### src/rtl/core/apbctl_ram.sv
`timescale 1ns / 1ps

module apbctl_ram #(
    parameter int DEPTH = 64,
    parameter int AW    = 6
) (
    input  logic          clk,
    input  logic          rst_n,
    input  logic          clr,
    input  logic          we,
    input  logic [AW-1:0] waddr,
    input  logic [31:0]   wdata,
    input  logic          re,
    input  logic [AW-1:0] raddr,
    output logic [31:0]   rdata
);

    logic [31:0]      mem [DEPTH];
    logic [DEPTH-1:0] valid_reg;
    logic [31:0]      rd_reg;
    logic [31:0]      byp_reg;
    logic             hit_reg;
    logic [AW-1:0]    raddr_reg;

    always_ff @(posedge clk)
    begin
        if (we)
        begin
            mem[waddr] <= wdata;
        end
        if (re)
        begin
            rd_reg    <= mem[raddr];
            raddr_reg <= raddr;
            hit_reg   <= we && (waddr == raddr);
            byp_reg   <= wdata;
        end
    end

    // entries never written since reset or clear read as zero
    always_ff @(posedge clk or negedge rst_n)
    begin
        if (!rst_n)
        begin
            valid_reg <= '0;
        end
        else
        begin
            if (clr)
            begin
                valid_reg <= '0;
            end
            if (we)
            begin
                valid_reg[waddr] <= 1'b1;
            end
        end
    end

    assign rdata = valid_reg[raddr_reg] ? (hit_reg ? byp_reg : rd_reg) : '0;

endmodule

### config.mk
export PLATFORM = sky130hd
export DESIGN_NAME = apbctl_ram
export DESIGN_NICKNAME = d
export VERILOG_FILES = /design/src/rtl/core/apbctl_ram.sv
export SDC_FILE = /design/constraint.sdc
export NUM_CORES = 2
export LEC_CHECK = 0
export ABC_AREA = 1
export BUFFER_PORTS_ARGS = -buffer_cell sky130_fd_sc_hd__buf_4
export CAP_MARGIN = 10
export CORE_MARGIN = 8
export CORE_UTILIZATION = 40
export DETAILED_ROUTE_END_ITERATION = 6
export PLACE_DENSITY_LB_ADDON = 0.2
export RECOVER_POWER = 25
export SYNTH_ARGS = -nofsm -noshare
export SYNTH_HDL_FRONTEND = slang
export SYNTH_SLANG_ARGS = --single-unit
### constraint.sdc
create_clock -name clk -period 2.3 [get_ports clk]
set_input_delay 0.23 -clock clk [delete_from_list [all_inputs] [get_ports clk]]
set_output_delay 0.23 -clock clk [all_outputs]
set_load 0.02 [all_outputs]
==> results.cfg <==
[sta]
finalHoldWorstSlack_ns = 0.166
timing.fmax_mhz = 323
final_hold_viol_count = 0
postLayoutSetupSlackWorst_ns = -0.797
timing.max_slew.rel_slack_pct = -53.2
timing_worst_slew_pin_value_ns = 2.30
post-route-min-period_ns = 3.10
skew_ns = 0.0337
finalCritPeriodShare_pct = 135
grt_setup_unrepaired = yes
setup_viol_count_final = 148
timing_max_transition_violations_final = 1462

[yosys]
synth-seq-area-share_pct = 74.5
synth.yosys.warnings = 0
synth_cell_type_count = 21
synth.net_count = 7233
postSynthCellCount = 7184
seq_cells_post_synth = 2183
synth.avg_cell_area_um2 = 12.2
post_synth_instance_area_mm2 = 0.0876

[min_path]
timing.hold.worst.class = primary input to flip-flop

[clock_network]
tritoncts_num_sinks = 2183
max_buffers_root_to_sink = 3
cts-root-buf = clkbuf_16
cts.htree.levels = 4
number_of_buffers_created_by_cts = 214
clk-insertion-delay-late_ns = 0.88
clkSlewWorstSetupHoldPaths_ns = 0.06
cts_tree = done

[drt]
finalWirelength_um = 281000
drcViolationCount = 1
num_vias = 59400
antenna_violating_nets_post_route = 0
drtPass1Iterations = 7
via_density = 5.62
drtIter0Drc = 7171
wire_per_inst_um = 26.6

[global_route]
first_global_vias = 56400
grtUsageMet2_pct = 36.5
grt.met3_usage_pct = 3.55
wire_length_of_the_first_global_routing_pass_um = 404000
grt_max_degree = 73
grt_overflow_total = 0
grt.met1_usage_pct = 33.3
track_usage_pct = 23.2
grt_most_used_layer = met2
antenna_found_initial = 14

[cells_and_area]
largest_register_ff_count = 2048
layout_common_cells = 2119 x edfxtp_1, 1853 x nand2_1, 1542 x nand3_1, 294 x o21ai_0, 293 x buf_4
syn_to_final_growth_pct = 18.2
finish.cell_count_without_fillers = 10600
mostFrequentLayoutCell = edfxtp_1
layout-drive-gt1-share_pct = 12.4
finish.net_count = 7561

[die]
die_width_um = 484
design.core.area_mm2 = 0.217
die_h_um = 484
start_util_pct = 40.3
fp-row-count = 171
pin_count = 81
dieArea_mm2 = 0.234

[power_and_ir_drop]
irDropWorstVdd_v = 0.000921
totalPowerFinal_w = 0.0851
static-leakage-power_nw = 36.5
power_density_mw_per_mm2 = 822

[placement]
dpl.cell_count = 10100
globalplace.congestion = 0.832
port_buffers = 80
hpwl_detailed_um = 159000

[flow_run]
max_cap_viol_count = 25

[setup_path]
setup.worst_path.class = flip-flop to output pin
timing.critical_path.arrival_ns = 2.87
critical_path.max_fanout = 8
nature_of_the_critical_path_endpoint = output pin
crit_required_ns = 2.07
start_kind = flip-flop
timing.reg2reg.setup_slack_ns = 0.38

[outcome]
status = complete, but fails checks
violations = design-rule violations, max-capacitance violations, max-slew violations, negative setup slack
==> cells in the mapped netlist <==
cell type	n	area [um^2]
inv_2	2	7.51
nor3_1	8	40.0
o21ai_0	296	1480
clkbuf_1	209	785
o22ai_1	163	1020
buf_4	40	300
a21oi_1	136	681
dfrtp_1	64	1600
nand2_1	1867	7010
and3_1	1	6.26
clkinv_1	1	3.75
mux2i_1	32	320
nor2_1	259	972
buf_6	15	169
edfxtp_1	2119	63600
buf_2	176	881
nand3_1	1558	7800
a221oi_1	1	8.76
buf_1	52	195
inv_1	184	691
a2111oi_0	1	8.76
==> what timing repair did <==
| item | in CTS | in global routing |
|---|---|---|
| hold endpoints to repair | 1386 | 0 |
| buffers inserted | 2 | 1 |
| pin swaps | 0 | 11 |
| resized for setup | 33 | 86 |
| hold buffers | 52 | 0 |
| gates cloned | 2 | 7 |
| setup endpoints to repair | 32 | 51 |
==> critical path, stage by stage, from the launching register on <==
cell and delay, ns:
edfxtp_1 0.50, buf_6 0.19, clkbuf_16 0.16, nand2_1 0.06, nand3_1 0.09, nand3_1 0.09, nand2_1 0.07, nand2_1 0.07
nand3_2 0.08, nand3_4 0.08, buf_12 0.18, buf_12 0.16, a21oi_1 0.08, buf_4 0.18
==> report_power, final <==
| group | internal (W) | switching [W] |
|---|---|---|
| clock network | 0.0188 | 0.0153 |
| logic | 0.00203 | 0.00468 |
| registers | 0.0441 | 0.000145 |
==> layer usage <==
layer | vias to the layer above | wire length (um)
met3 | 414 | 22100
met2 | 2529 | 129000
met1 | 30000 | 121000
li1 | 26400 | -
met4 | 6 | 9090
met5 | - | 40
==> worst paths after layout <==
check,depth (start not counted),startpoint,endpoint
setup / recovery,13,raddr_reg[0]$_DFFE_PP_,rdata[6]
hold / removal,7,raddr[3],rd_reg[10]$_DFFE_PP_
setup reg to reg,9,mem[61][4]$_DFFE_PP_,rd_reg[4]$_DFFE_PP_
hold reg to reg,2,valid_reg[14]$_DFF_PN0_,valid_reg[14]$_DFF_PN0_
max in group asynchronous,4,rst_n,valid_reg[50]$_DFF_PN0_
min in group asynchronous,3,rst_n,valid_reg[36]$_DFF_PN0_
==> stage by stage <==
| stage | utilization [%] | setup WS (ns) | cell area, um^2 | TNS (ns) |
|---|---|---|---|---|
| final | 47.6 | -0.797 | 104000 | -52.11 |
| after global routing | 47.6 | -0.922 | 104000 | -65.63 |
| after CTS | 47.5 | -0.790 | 103000 | -24.38 |
| after detailed placement | 44.0 | -0.259 | 95700 | -2.52 |
| after global placement | 44.0 | -0.271 | 95700 | -3.02 |
| after floorplan | - | -0.463 | 87700 | -185.62 |
==> logic make-up after synthesis <==
group	after synthesis	share of synthesized area, %
buf+inv	679	3.46
flops	2183	74.5
mux	32	0.366
compound gates	597	3.65
simple gates	3693	18.1
==> cell type report <==
type,count,area [um^2]
timing repair buffer,604,7050
clock buffer,267,5570
sequential,2183,65200
clock inverter,132,1190
inverter,187,733
antenna,10,25.0
multi-input combinational,4322,20200
fill,19200,114000
tap,2854,3570
Power figures use the tool's default switching activity.
