$ cat config.mk
export PLATFORM = sky130hd
export DESIGN_NAME = apbctl_core
export DESIGN_NICKNAME = d
export VERILOG_FILES = /design/src/rtl/core/apbctl_pkg.sv /design/src/rtl/core/apbctl_core.sv
export SDC_FILE = /design/constraint.sdc
export NUM_CORES = 1
export LEC_CHECK = 0
export ABC_CLOCK_PERIOD_IN_PS = 2300
export BUFFER_PORTS_ARGS = -buffer_cell sky130_fd_sc_hd__buf_2
export CAP_MARGIN = 20
export CORE_MARGIN = 8
export CORE_UTILIZATION = 42
export CTS_CLUSTER_DIAMETER = 120
export DETAILED_ROUTE_END_ITERATION = 10
export PLACE_DENSITY = 0.74
export SYNTH_ARGS = -nofsm -noshare
export SYNTH_HDL_FRONTEND = slang
export SYNTH_SLANG_ARGS = --single-unit
$ cat constraint.sdc
create_clock -name clk -period 2.3 [get_ports clk]
set_clock_uncertainty 0.1 [all_clocks]
set_input_delay 0.23 -clock clk [delete_from_list [all_inputs] [get_ports clk]]
set_output_delay 0.23 -clock clk [all_outputs]
set_load 0.02 [all_outputs]
$ cat src/rtl/core/apbctl_pkg.sv
`timescale 1ns / 1ps

package apbctl_pkg;

    // fixed word indexes
    localparam logic [7:0] IDX_CMD    = 8'd0;
    localparam logic [7:0] IDX_STATUS = 8'd1;
    localparam logic [7:0] IDX_LEVEL  = 8'd2;
    localparam logic [7:0] IDX_CFG    = 8'd3;
    localparam logic [7:0] IDX_COEF   = 8'd4;

    // most coefficient words the 8-bit index can reach
    localparam int COEF_REACH = 252;
    // most buffer words per parity bank the 8-bit index can reach
    localparam int BUF_REACH  = 128;

    // command codes
    localparam logic [31:0] OP_NOP    = 32'd0;
    localparam logic [31:0] OP_CLR    = 32'd1;
    localparam logic [31:0] OP_CFG    = 32'd2;
    localparam logic [31:0] OP_START  = 32'd4;
    localparam logic [31:0] OP_STOP   = 32'd5;
    localparam logic [31:0] OP_LEVEL  = 32'd8;
    localparam logic [31:0] OP_IRQACK = 32'd16;

    // status bits
    localparam logic [31:0] ST_PLAY    = 32'h0000_0001;
    localparam logic [31:0] ST_CMD_ERR = 32'h0000_0002;
    localparam logic [31:0] ST_CLR_ERR = 32'h0000_0004;
    localparam logic [31:0] ST_CFG_ERR = 32'h0000_0008;
    localparam logic [31:0] ST_IRQ_ERR = 32'h0000_0010;

    typedef struct packed {
        logic        sel;
        logic        ena;
        logic        wr;
        logic [7:0]  idx;
        logic [31:0] wdata;
        logic        req;
    } item_t;

    typedef struct packed {
        logic [31:0]        read_data;
        logic               ready_res;
        logic               interrupt;
        logic               playing;
        logic               clear_pulse;
        logic               config_pulse;
        logic               level_pulse;
        logic               tick;
        logic signed [23:0] left_sample;
        logic signed [23:0] right_sample;
        logic [31:0]        config_word;
        logic [31:0]        level_word;
    } result_t;

    typedef struct packed {
        logic coef_we;
        logic even_we;
        logic odd_we;
        logic buf_clr;
    } mem_ctl_t;

endpackage

$ cat src/rtl/core/apbctl_core.sv
`timescale 1ns / 1ps

module apbctl_core #(
    parameter int BUFFER_FRAMES = 16,
    parameter int COEFF_WORDS   = 128,
    parameter int CMD_WAIT      = 2
) (
    input  logic                                 clk,
    input  logic                                 rst_n,
    input  logic                                 proc,
    input  apbctl_pkg::item_t                    item,
    input  logic [31:0]                          coef_rd,
    input  logic [31:0]                          even_bus_rd,
    input  logic [31:0]                          odd_bus_rd,
    input  logic [31:0]                          even_smp_rd,
    input  logic [31:0]                          odd_smp_rd,
    input  logic                                 smp_ok,
    output apbctl_pkg::result_t                  res,
    output apbctl_pkg::mem_ctl_t                 mem_ctl,
    output logic [$clog2(4*BUFFER_FRAMES)-1:0]   ptr_look
);

    import apbctl_pkg::*;

    localparam int PTR_W = $clog2(4*BUFFER_FRAMES);
    localparam int HALF  = 2*BUFFER_FRAMES;
    localparam int BUF0  = 4 + COEFF_WORDS;
    localparam int BANK  = BUF0 + 2*HALF;

    localparam logic [31:0]      BUF0_W   = 32'(BUF0);
    localparam logic [31:0]      BANK_W   = 32'(BANK);
    localparam logic             BUF0_PAR = 1'(BUF0 % 2);
    localparam logic [PTR_W-1:0] PTR_MID  = PTR_W'(HALF - 2);
    localparam logic [PTR_W-1:0] PTR_LAST = PTR_W'(2*HALF - 2);
    localparam logic [PTR_W-1:0] PTR_STEP = PTR_W'(2);
    localparam logic [2:0]       WAIT_MAX = 3'(CMD_WAIT);

    logic [2:0]       wait_reg, wait_next;
    logic             irq_reg, irq_next;
    logic             play_reg, play_next;
    logic [PTR_W-1:0] ptr_reg, ptr_next;
    logic             pend_reg, pend_next;
    logic [31:0]      cmd_reg, cmd_next;
    logic [31:0]      status_reg, status_next;
    logic [31:0]      level_reg, level_next;
    logic [31:0]      cfg_reg, cfg_next;

    logic [7:0]  idx_eff;
    logic [31:0] idx_w;
    logic        is_coef, is_buf, buf_par;
    logic        do_write, do_cmd;
    logic        clr, cfg, lvl, start, stop, ack;
    logic        cmd_err, clr_err, cfg_err, irq_err;
    logic        st_evt;
    logic [31:0] st_upd;
    logic [31:0] rd;

    assign idx_eff  = item.sel ? item.idx : '0;
    assign idx_w    = {24'b0, idx_eff};
    assign is_coef  = (idx_w >= 32'(IDX_COEF)) && (idx_w < BUF0_W);
    assign is_buf   = (idx_w >= BUF0_W) && (idx_w < BANK_W);
    assign buf_par  = idx_eff[0] ^ BUF0_PAR;
    assign do_write = (wait_reg == '0) && item.sel && item.ena && item.wr;
    assign do_cmd   = do_write && (idx_eff == IDX_CMD);

    always_comb
    begin
        clr     = 1'b0;
        cfg     = 1'b0;
        lvl     = 1'b0;
        start   = 1'b0;
        stop    = 1'b0;
        ack     = 1'b0;
        cmd_err = 1'b0;
        clr_err = 1'b0;
        cfg_err = 1'b0;
        if (do_cmd)
        begin
            unique case (item.wdata)
                OP_NOP:    ;
                OP_CLR:
                begin
                    clr     = !play_reg;
                    clr_err = play_reg;
                end
                OP_CFG:
                begin
                    cfg     = !play_reg;
                    cfg_err = play_reg;
                end
                OP_LEVEL:  lvl   = 1'b1;
                OP_START:  start = 1'b1;
                OP_STOP:   stop  = 1'b1;
                OP_IRQACK: ack   = 1'b1;
                default:   cmd_err = 1'b1;
            endcase
        end
    end

    // bus read mux
    always_comb
    begin
        rd = '0;
        if (item.sel)
        begin
            if (idx_eff == IDX_CMD)
            begin
                rd = cmd_reg;
            end
            else if (idx_eff == IDX_STATUS)
            begin
                rd = status_reg;
            end
            else if (idx_eff == IDX_LEVEL)
            begin
                rd = level_reg;
            end
            else if (idx_eff == IDX_CFG)
            begin
                rd = cfg_reg;
            end
            else if (is_coef)
            begin
                rd = coef_rd;
            end
            else if (is_buf)
            begin
                rd = buf_par ? odd_bus_rd : even_bus_rd;
            end
        end
    end

    // command wait states
    always_comb
    begin
        wait_next = wait_reg;
        if (wait_reg == '0)
        begin
            if (item.sel && !item.ena && item.wr && (idx_eff == IDX_CMD))
            begin
                wait_next = 3'd1;
            end
        end
        else if (wait_reg < WAIT_MAX)
        begin
            wait_next = wait_reg + 3'd1;
        end
        else
        begin
            wait_next = '0;
        end
    end

    // half-buffer interrupt
    always_comb
    begin
        irq_err  = 1'b0;
        irq_next = irq_reg;
        if (!play_reg || stop)
        begin
            irq_next = 1'b0;
        end
        else if (ack)
        begin
            irq_next = 1'b0;
        end
        else if (pend_reg && ((ptr_reg == PTR_MID) || (ptr_reg == PTR_LAST)))
        begin
            irq_err  = irq_reg;
            irq_next = 1'b1;
        end
    end

    // status and fixed words
    assign st_evt = cmd_err || clr_err || cfg_err || irq_err || start || stop;

    always_comb
    begin
        st_upd = status_reg;
        if (cmd_err)
        begin
            st_upd = st_upd | ST_CMD_ERR;
        end
        if (clr_err)
        begin
            st_upd = st_upd | ST_CLR_ERR;
        end
        if (cfg_err)
        begin
            st_upd = st_upd | ST_CFG_ERR;
        end
        if (irq_err && !(do_write && (idx_eff == IDX_STATUS)))
        begin
            st_upd = st_upd | ST_IRQ_ERR;
        end
        if (start)
        begin
            st_upd = st_upd | ST_PLAY;
        end
        else if (stop)
        begin
            st_upd = st_upd & ~ST_PLAY;
        end
    end

    always_comb
    begin
        cmd_next    = cmd_reg;
        status_next = status_reg;
        level_next  = level_reg;
        cfg_next    = cfg_reg;
        if (do_write)
        begin
            if (idx_eff == IDX_CMD)
            begin
                cmd_next = item.wdata;
            end
            if (idx_eff == IDX_STATUS)
            begin
                status_next = item.wdata;
            end
            if (idx_eff == IDX_LEVEL)
            begin
                level_next = item.wdata;
            end
            if (idx_eff == IDX_CFG)
            begin
                cfg_next = item.wdata;
            end
        end
        if (st_evt)
        begin
            status_next = st_upd;
        end
    end

    assign play_next = start ? 1'b1 : (stop ? 1'b0 : play_reg);
    assign pend_next = play_reg && item.req;

    always_comb
    begin
        ptr_next = ptr_reg;
        if (clr)
        begin
            ptr_next = '0;
        end
        else if (pend_reg)
        begin
            ptr_next = (ptr_reg < PTR_LAST) ? ptr_reg + PTR_STEP : '0;
        end
    end

    assign ptr_look = proc ? ptr_next : ptr_reg;

    always_ff @(posedge clk or negedge rst_n)
    begin
        if (!rst_n)
        begin
            wait_reg   <= '0;
            irq_reg    <= 1'b0;
            play_reg   <= 1'b0;
            ptr_reg    <= '0;
            pend_reg   <= 1'b0;
            cmd_reg    <= '0;
            status_reg <= '0;
            level_reg  <= '0;
            cfg_reg    <= '0;
        end
        else if (proc)
        begin
            wait_reg   <= wait_next;
            irq_reg    <= irq_next;
            play_reg   <= play_next;
            ptr_reg    <= ptr_next;
            pend_reg   <= pend_next;
            cmd_reg    <= cmd_next;
            status_reg <= status_next;
            level_reg  <= level_next;
            cfg_reg    <= cfg_next;
        end
    end

    always_comb
    begin
        res.read_data    = rd;
        res.ready_res    = (wait_reg == '0);
        res.interrupt    = irq_reg;
        res.playing      = play_reg;
        res.clear_pulse  = clr;
        res.config_pulse = cfg;
        res.level_pulse  = lvl;
        res.tick         = play_reg && pend_reg;
        res.left_sample  = smp_ok ? even_smp_rd[23:0] : '0;
        res.right_sample = smp_ok ? odd_smp_rd[23:0] : '0;
        res.config_word  = cfg_reg;
        res.level_word   = level_reg;
    end

    always_comb
    begin
        mem_ctl.coef_we = proc && do_write && is_coef;
        mem_ctl.even_we = proc && do_write && is_buf && !buf_par;
        mem_ctl.odd_we  = proc && do_write && is_buf && buf_par;
        mem_ctl.buf_clr = proc && clr;
    end

endmodule

==> impl_results.md <==
- Sw Ratio: 27.16%
- Yosys Warn Count: 0
- Worst-path clk slew: 0.06 ns
- Routability cong.: 0.8213
- Max Cap Viol: 0
- Top sig layer: met4
- Worst skew pair latency: 0.43 ns
- P_int: 5.042 mW
- Top cells by count, synth: 140 x dfrtp_1, 96 x mux2_2, 53 x and2_1
- Sw power: 1.880 mW
- Clock share of power: 43.0%
- CP Capture Type: output pin
- Grt ovf: 0
- Share of layout cells above drive strength 1: 66.32%
- Synthesized flop and latch total: 140
- Wl on met1: between 10000 and 15000 um
- Nets: 1359
- CTS root buf: clkbuf_16
- Leak Pwr: 6.519 nW
- WHS: 0.0001201 ns
- Die ar.: 22650 um^2
- Final WS setup: -0.3923 ns
- Crit share post-route: 117.1%
- Final setup viols: 173
- Prevailing post-synth register cell: dfrtp_1
- Clock Tree Buf Depth: 2
- Crit start category: primary input
- Via count: 8329
- DRC: 0
- Worst EP arrival: 2.36 ns
- Setup TNS: -38.18 ns
- Syn-to-layout area delta: 70.55%
- Maximum VDD drop: 0.5214 mV
- Initial antenna violation count: 1
- Routed wl met2: 17770 um
- Largest net degree at the start of global routing: 57
- I/O Buffers: 352
- CTS tree: yes
- Maximum clock frequency: 0.3714 GHz
- Routed wl met3: 3193 um
- Wire per inst: between 20 and 30 um
- Top Ports: 369
- WS Path Type: primary input to output pin
- DRT Wirelength: 35620 um
- CP Max Fanout: 4
- Std cell rows: 49
- Tmin final: 2.692 ns
- Post-synth EDFFs: 0
- Post-synth ARST share: 100.0%
- CTS sink cnt: 140
- Status: finished with violations
- Sequential area share after synthesis: 46.12%
- Synth Instances: 679
- Top-area cell type share of the netlist area: 46.12%
- HPWL Detailed: 23910 um
- Total Routing Usage GR: 29.51%
- Die Ht: 150.5 um
- TritonCTS Buffers: 17
- CP required: 1.97 ns
- Initial Util: 42.58%
- Syn avg cell area: 11.19 um^2
- Failing checks: setup timing
- RSZ-0062 raised after global routing: true
- First-pass GRT wire length: ~51000 um
- Syn_nets: 890
- DRT iter0 DRCs: about 780
- Vias in the first global route: 8736
- Hold crit path type: primary input to register
- Core box area: 17840 um^2
- Synth Cell Area: 7596 um^2
- Die Wd: approximately 150 um
- Area leader, netlist: dfrtp_1
- Antenna-violating nets left: 0
- DRT Pass-1 Iters: 6
- Count leader, synth: dfrtp_1
- Area contributors post-synth: dfrtp_1 46%, mux2_2 14%, and2_1 4.4%
- CTS H-Tree Depth: 4
- Comb pwr share: 20.4%
- Power per cell area: between 500 and 600 nW/um^2
- Flop pwr share: a little over a third
- Count of unique library cells instantiated by Yosys: 51
- Slew Limit Fails: 0
- Drt via density: 5.979
- Final Hold Viols: 0
- Slew headroom: 58.69%
- Slew at the pin with the worst max-slew slack: 0.6196 ns
-- metal layers --
metal  vias to the layer above  GRT usage [%]
met1                      4111          34.13
met5                         -              0
li1                       3564              -
met2                       550          51.35
met4                         0          11.79
met3                       104          7.394
-- power groups by stage --
stage / sequential (mW) / combinational (mW) / clock, mW
after floorplan: 2.58 / 0.507 / 0
after global placement: 2.57 / 1.11 / 0
after detailed placement: 2.57 / 1.13 / 0
after CTS: 2.53 / 1.33 / 2.99
after global routing: 2.53 / 1.51 / 3.10
final: 2.53 / 1.41 / 2.97
-- kinds of logic after synthesis --
kind of cell | after synthesis | synth area share [%]
mux | 121 | 18.33
compound gates | 198 | 19.12
flops | 140 | 46.12
xor+xnor | 4 | 0.4613
buf+inv | 74 | 4.299
simple gates | 139 | 11.17
fa+ha+maj | 3 | 0.4942
-- cell type report --
class	instances	area (um^2)
Inverter	7	26.28
Clock buffer	21	450.4
Multi-Input combinational cell	466	4639
Fill cell	1203	4886
Clock inverter	11	181.4
Tap cell	229	286.5
Sequential cell	140	3503
Antenna cell	3	7.507
Timing Repair Buffer	516	3860
-- cells in the final DEF (no fill, tap or decap), types with 4 or more instances in the layout --
cell,instances
mux2_2,79
nand4_1,6
mux2_4,40
a22o_1,32
a221oi_2,15
buf_4,118
bufinv_16,4
dfrtp_1,140
a222oi_1,32
nor4_1,8
and2_1,49
inv_1,5
nand3_1,7
buf_2,304
buf_16,4
a21oi_1,10
o21ai_0,36
o21ai_1,4
buf_6,55
a221oi_4,15
buf_12,26
nand2_1,13
a21oi_2,32
clkbuf_16,23
clkinv_4,4
nor2_1,10
nor4_4,4
-- critical path, stage by stage --
cell	delay (ns)
buf_6	0.10
or4_4	0.54
buf_6	0.14
nor3_4	0.16
nand2_2	0.12
nor3b_4	0.21
buf_6	0.15
buf_6	0.13
buf_6	0.12
a222oi_1	0.08
a21oi_1	0.19
buf_4	0.19
-- metrics by stage --
step	instance area [um^2]	power (mW)	util, %	worst slack, ns	instances
detailed placement	10910	3.706	61.13	-0.3568	1305
finish	12950	6.922	72.61	-0.3923	1393
global placement	10910	3.682	61.13	-0.3614	1305
CTS	12560	6.852	70.43	-0.3875	1383
floorplan	8230	3.083	-	-0.1627	679
global route	12950	7.140	72.59	-0.4641	1391
-- final timing paths --
kind,startpoint,to,slack (ns),cells past startpoint
max,item[37],res[150],-0.39,12
min,item[9],cfg_reg[8],0.0001,2
max reg2reg,wait_reg[0],status_reg[11],-0.31,14
min reg2reg,status_reg[14],status_reg[14],0.40,1
max in group asynchronous,rst_n,cmd_reg[17],1.15,3
min in group asynchronous,rst_n,ptr_reg[5],0.23,2
-- timing repair --
item | CTS | global route
pin swaps | 24 | 39
hold buffers | 2 | 0
gates cloned | 8 | 7
endpoints found under the hold margin | 54 | 0
endpoints found under the setup margin | 105 | 175
resized for setup | 115 | 71
setup buffers | 37 | 9
No activity file was read; power rests on OpenSTA's default activity.
